File: config.mk
export PLATFORM = sky130hd
export DESIGN_NAME = rstab_cell
export DESIGN_NICKNAME = d
export VERILOG_FILES = /design/src/sv/rstab_pkg.sv /design/src/sv/rstab_cell.sv
export SDC_FILE = /design/constraint.sdc
export NUM_CORES = 1
export LEC_CHECK = 0
export BUFFER_PORTS_ARGS = -buffer_cell sky130_fd_sc_hd__buf_2
export CAP_MARGIN = 10
export CORE_ASPECT_RATIO = 1.4
export CORE_MARGIN = 4
export CORE_UTILIZATION = 30
export DETAILED_ROUTE_END_ITERATION = 16
export PLACE_DENSITY = 0.71
export SLEW_MARGIN = 10
export SYNTH_ARGS = -nofsm -noshare
export SYNTH_HDL_FRONTEND = slang
export SYNTH_SLANG_ARGS = --single-unit
File: constraint.sdc
create_clock -name aclk -period 6.75 [get_ports aclk]
set_clock_uncertainty 0.05 [all_clocks]
set_input_delay 0.675 -clock aclk [delete_from_list [all_inputs] [get_ports aclk]]
set_output_delay 0.675 -clock aclk [all_outputs]
set_load 0.02 [all_outputs]
File: src/sv/rstab_pkg.sv
package rstab_pkg;

    typedef enum logic [1:0] {
        KIND_ADD    = 2'd0,
        KIND_FIND   = 2'd1,
        KIND_REMOVE = 2'd2,
        KIND_CLEAR  = 2'd3
    } kind_t;

    localparam logic [1:0] STATUS_OK       = 2'd0;
    localparam logic [1:0] STATUS_OVERFLOW = 2'd1;
    localparam logic [1:0] STATUS_NOTFOUND = 2'd2;

    localparam int unsigned REF_FIELD_W   = 32;
    localparam int unsigned INDEX_FIELD_W = 9;
    localparam int unsigned FOUND_FIELD_W = 8;

    typedef struct packed {
        kind_t                    kind;
        logic [REF_FIELD_W-1:0]   reference;
        logic [INDEX_FIELD_W-1:0] bottom_index;
    } in_word_t;

    typedef struct packed {
        logic [1:0]               status;
        logic [FOUND_FIELD_W-1:0] found_index;
        logic [INDEX_FIELD_W-1:0] entry_count;
    } out_word_t;

    // broadcast to every cell of the chain
    typedef struct packed {
        logic search;         // capture hit flags for the word just taken
        logic commit_add;     // write the pushed reference at the top
        logic commit_remove;  // slide entries at and above the match down
    } cell_cmd_t;

endpackage

File: src/sv/rstab_cell.sv
module rstab_cell
    import rstab_pkg::*;
#(
    parameter int unsigned REF_WIDTH = 32,
    parameter int unsigned IW        = 9,
    parameter int unsigned INDEX     = 0
) (
    input  logic                 aclk,
    input  cell_cmd_t            cmd,
    input  logic [REF_WIDTH-1:0] search_ref,
    input  logic [IW-1:0]        lo_index,
    input  logic [IW-1:0]        hi_index,
    input  logic [REF_WIDTH-1:0] wr_ref,
    input  logic [REF_WIDTH-1:0] up_entry,
    input  logic                 above_in,
    output logic [REF_WIDTH-1:0] entry_out,
    output logic                 above_out,
    output logic                 sel_out
);

    localparam logic [IW-1:0] MY_INDEX = IW'(INDEX);

    logic [REF_WIDTH-1:0] entry_reg;
    logic                 hit_reg;
    logic                 in_range;

    assign in_range = (MY_INDEX >= lo_index) && (MY_INDEX < hi_index);

    always_ff @(posedge aclk) begin
        if (cmd.search) begin
            hit_reg <= in_range && (entry_reg == search_ref);
        end
        if (cmd.commit_add && (MY_INDEX == hi_index)) begin
            entry_reg <= wr_ref;
        end else if (cmd.commit_remove && !above_in) begin
            // at or above the match: take the neighbor's entry
            entry_reg <= up_entry;
        end
    end

    assign entry_out = entry_reg;
    assign above_out = above_in | hit_reg;
    assign sel_out   = hit_reg & ~above_in;

endmodule

Yosys cells after proc, flatten, opt, wreduce, memory -nomap -nowiden
Cells that the tools add are included.

word-level totals
  flip-flop bits (word level) = 33
  input bits = 119
  logic and storage cells = 17

operators by class
  $lt $le $gt $ge = 2
  equal/unequal tests = 1
  multiplexer cells = 2
  bitwise operators = 3
  reductions and logical operators = 7

operators with widths
  kind                                                                                count
  32-bit two-way mux                                                                  2
  32-bit == test                                                                      1
  1-bit by 9-bit greater-or-equal comparator with 1-bit output, first input constant  1
  9-bit logical NOT                                                                   1
  1-bit by 9-bit less-than comparator with 1-bit output, first input constant         1
  1-bit logical AND                                                                   4
  2-bit nonzero test                                                                  1
  1-bit AND                                                                           1
  1-bit logical NOT                                                                   1
  1-bit NOT                                                                           1
  1-bit OR                                                                            1

Depth between registers and ports, before layout
  depth after elaboration = 4
  gate-level depth with buffers = 4
  mapped depth without buffers = 4

Worst setup path after synthesis
OpenSTA, ideal clock, no wires.

  path kind = in2reg
  start = in cmd[0] (netlist name)
  end = reg entry_reg[0] (netlist: entry_out[0]), enable pin
  library setup time = 0.466 ns
  arrival = 2.981 ns
  setup slack = 3.253 ns
  stages on the path = 2
  path through = inv_1 o21ai_0

between the ends
  longest elaborated chain between the ends = 2

ends and longest elaborated chain
  item                          line              RTL
  start, declared               rstab_cell.sv:9   input cell_cmd_t cmd,
  1-bit logical AND             rstab_cell.sv:35  end else if (cmd.commit_remove && !above_in) begin
  2-bit nonzero test (no line)  --
  end signal, assigned          rstab_cell.sv:34  entry_reg <= wr_ref;
  end signal, assigned          rstab_cell.sv:37  entry_reg <= up_entry;
  end, declared                 rstab_cell.sv:23  logic [REF_WIDTH-1:0] entry_reg;

No other way between the ends.
A chain may end at the register's enable or synchronous reset.

Worst setup path after layout
  start = in hi_index[4]
  end = reg entry_reg[16] (netlist: entry_out[16]), enable pin

between the ends
  longest elaborated chain between the ends = 3

ends and longest elaborated chain
  item                          line              RTL
  start, declared               rstab_cell.sv:12  input logic [IW-1:0] hi_index,
  9-bit logical NOT             rstab_cell.sv:33  if (cmd.commit_add && (MY_INDEX == hi_index)) begin
  1-bit logical AND             rstab_cell.sv:33
  2-bit nonzero test (no line)  --

No other way between the ends.

==> results by group <==
Status
  – Status: completed

Drt
  – DR iter-0 viols: 88
  – WL/cell: 14.9 µm
  – Drt pass-1 iters: 4
  – Drt drc: 0
  – WL final: 5240 µm
  – DR vias/cell: 4.46
  – Post-DRT Antenna Nets: 0
  – Via Count: 1571

Cells and area
  – Core Util, Final: 0.455
  – Layout area overhead: 46.6%
  – Non-filler cells in the finished layout: 352
  – Ant. Diodes: 0
  – Share of cells above drive strength 1: 0.689
  – Max FFs per register: 32
  – Post-route cell area: 0.00285 mm²
  – NumNets Final: 399

Global route
  – Pin count of the biggest net entering global routing: 34
  – Total GRT Usage: 0.129
  – Vias in the first global route: 1602
  – GR Util met2: 0.241
  – Met3 global-route usage: 0.0428
  – First-pass GRT wire length: 7790 µm
  – Top Usage Layer GRT: met2
  – Overflow after GRT: 0
  – Initial antenna violation count: 0
  – Global Route met1 Usage: 0.127

Timing
  – Worst setup margin: 4.00 ns
  – Fin. Hold Viols: 0
  – Setup_tns: 0 ns
  – Setup Viol. Count Final: 0
  – Min Tclk post-route: 2.75 ns
  – Max-slew violations: 0
  – Hold_ws: 0.548 ns
  – RSZ-0062 raised after global routing: no
  – Crit share post-route: 0.408
  – Slew @ Worst Pin: 0.999 ns
  – Fmax: 364 MHz
  – Relative slew margins: 0.331

Critical path
  – Crit Path Max Fanout: 33
  – R2R Setup Slk: 5.23 ns
  – Worst Setup EP: entry_out[16]
  – Critical Path AT: 2.60 ns
  – Worst path max stage delay: 0.72 ns
  – Worst-path cell chain: buf_2 -> nor3_1 -> nand4_4 -> o21ai_4
  – Crit start category: input port
  – WP data required: 6.60 ns
  – Worst R2R End: hit_reg
  – Reg-to-Reg Start: entry_out[12]
  – CP Launch Point: hi_index[4]
  – WS Path Type: input port to register
  – Critical path capture point type: register
  – R2r worst-path depth: 4
  – CP max stage cell: nand4_4

Hold path
  – Worst Hold Depth: 1
  – Hold Crit Class: input port to register

Clocking
  – CTS root buf: clkbuf_8
  – Clock Latency Late Sink: 0.27 ns
  – CTS Buf Count: 5
  – CTS tree: built
  – Hold_buf cts: 0
  – Clk buf depth: 2
  – CTS HTree Levels: 2
  – CTS resizes: 0
  – Postcts setup bufs: 0
  – Register clock-pin slew on the reported worst setup and hold paths: 0.06 ns
  – Clock sink count: 33

Die
  – Die Wd: 76.0 µm
  – FP Rows: 34
  – Core area: 0.00625 mm²
  – Die span in y: 103 µm
  – Die area: 0.00784 mm²
  – Initial Utilization: 0.310
  – # IOs: 153

Placement
  – DP Wirelength: 4360 µm
  – Placed cell areas: 0.00277 mm²
  – Place WS: 3.66 ns
  – Placed instance count: 345
  – Placer Congestion: 0.791
  – Port Buffers: 152

Pwr
  – Total power: 491 µW
  – Clock Power Share: 0.275
  – Pleak: 1.41 nW
  – Gate power share: 0.215
  – Pwr Density: 173 mW/mm²
  – Fraction of power consumed by sequential logic: 0.509
  – Sw Share: 0.253
  – P_sw: 124 µW
  – Max IR drop VDD: 82.7 µV
  – Pint: 367 µW

Run
  – Maxcap violations: 0

Logic synthesis
  – Synthesized flop and latch total: 33
  – Mapped Nets: 243
  – Synth Cell Area: 0.00194 mm²
  – Syn Area/Cell: 15.7 µm²
  – Mapped Cells: 124
  – Area share of the largest cell type after synthesis: 0.511
  – Yosys cell types: 16
  – Sequential area share after synthesis: 0.511
  – Top post-synthesis cells by area: edfxtp_1 (51%), mux2_4 (22%), xor2_1 (14%)
  – Syn. warnings: 0
  – Post-synth top area cell: edfxtp_1
==> per-layer routing <==
layer  wire [µm]  up-vias
li1            -      778
met1        1810      713
met2        2990       76
met3         384        4
met4          65        0
met5           0        -
==> worst max-delay path: cells and delay by family <==
kind | cells | cell delay [ns]
buffers and inverters | 1 | 0.09
AOI/OAI and AO/OA | 1 | 0.71
and+or+nand+nor | 2 | 1.09
==> synthesized netlist by cell type <==
| cell type | instances |
|---|---|
| nor2b_1 | 1 |
| nor4_1 | 9 |
| buf_6 | 3 |
| edfxtp_1 | 33 |
| nor4_4 | 1 |
| xor2_1 | 32 |
| inv_1 | 1 |
| nor2_1 | 2 |
| mux2_2 | 3 |
| mux2_4 | 29 |
| nor3_1 | 3 |
| or2_2 | 1 |
| nand4_4 | 1 |
| nand3_1 | 1 |
| nand4_1 | 3 |
| o21ai_0 | 1 |
==> cell type report <==
cell class / count / area [µm²]
tap: 72 / 90.1
inverter: 1 / 3.75
clock buffer: 6 / 72.6
fill: 591 / 3410
sequential: 33 / 991
clock inverter: 1 / 3.75
multi-input combinational: 87 / 923
timing repair buffer: 152 / 761
==> placed cells by master, fill, tap and decap left out <==
cell type and n:
buf_2 152, clkbuf_1 1, clkbuf_8 5, clkinv_1 1, edfxtp_1 33, inv_1 1, mux2_2 3, mux2_4 29
nand3_1 1, nand4_1 3, nand4_4 1, nor2_1 2, nor2b_1 1, nor3_1 3, nor4_1 9, nor4_4 1
o21ai_4 1, or2_2 1, xor2_1 32
==> how the worst min path moves through the flow <==
stage	from	to	slack [ns]
global route	cmd[2]	hit_reg	0.53
global placement	cmd[2]	hit_reg	0.82
floorplan	cmd[2]	hit_reg	0.74
CTS	cmd[2]	hit_reg	0.54
finish	cmd[2]	hit_reg	0.55
detailed placement	cmd[2]	hit_reg	0.83
==> kinds of logic after synthesis <==
logic type	Yosys count	share of synthesized area
AND/OR/NAND/NOR	22	0.0812
buffers and inverters	4	0.0193
multiplexers	32	0.242
AO/OA/AOI/OAI	1	0.00258
flip-flops	33	0.511
XOR/XNOR	32	0.144
==> power by group through the flow <==
stage	Sequential, mW	Clock, mW	Combinational (mW)
detailed placement	0.255	0	0.107
global placement	0.255	0	0.105
floorplan	0.271	0	0.0343
global route	0.252	0.153	0.116
CTS	0.250	0.141	0.108
finish	0.250	0.135	0.106
No activity file was read; power rests on OpenSTA's default activity.
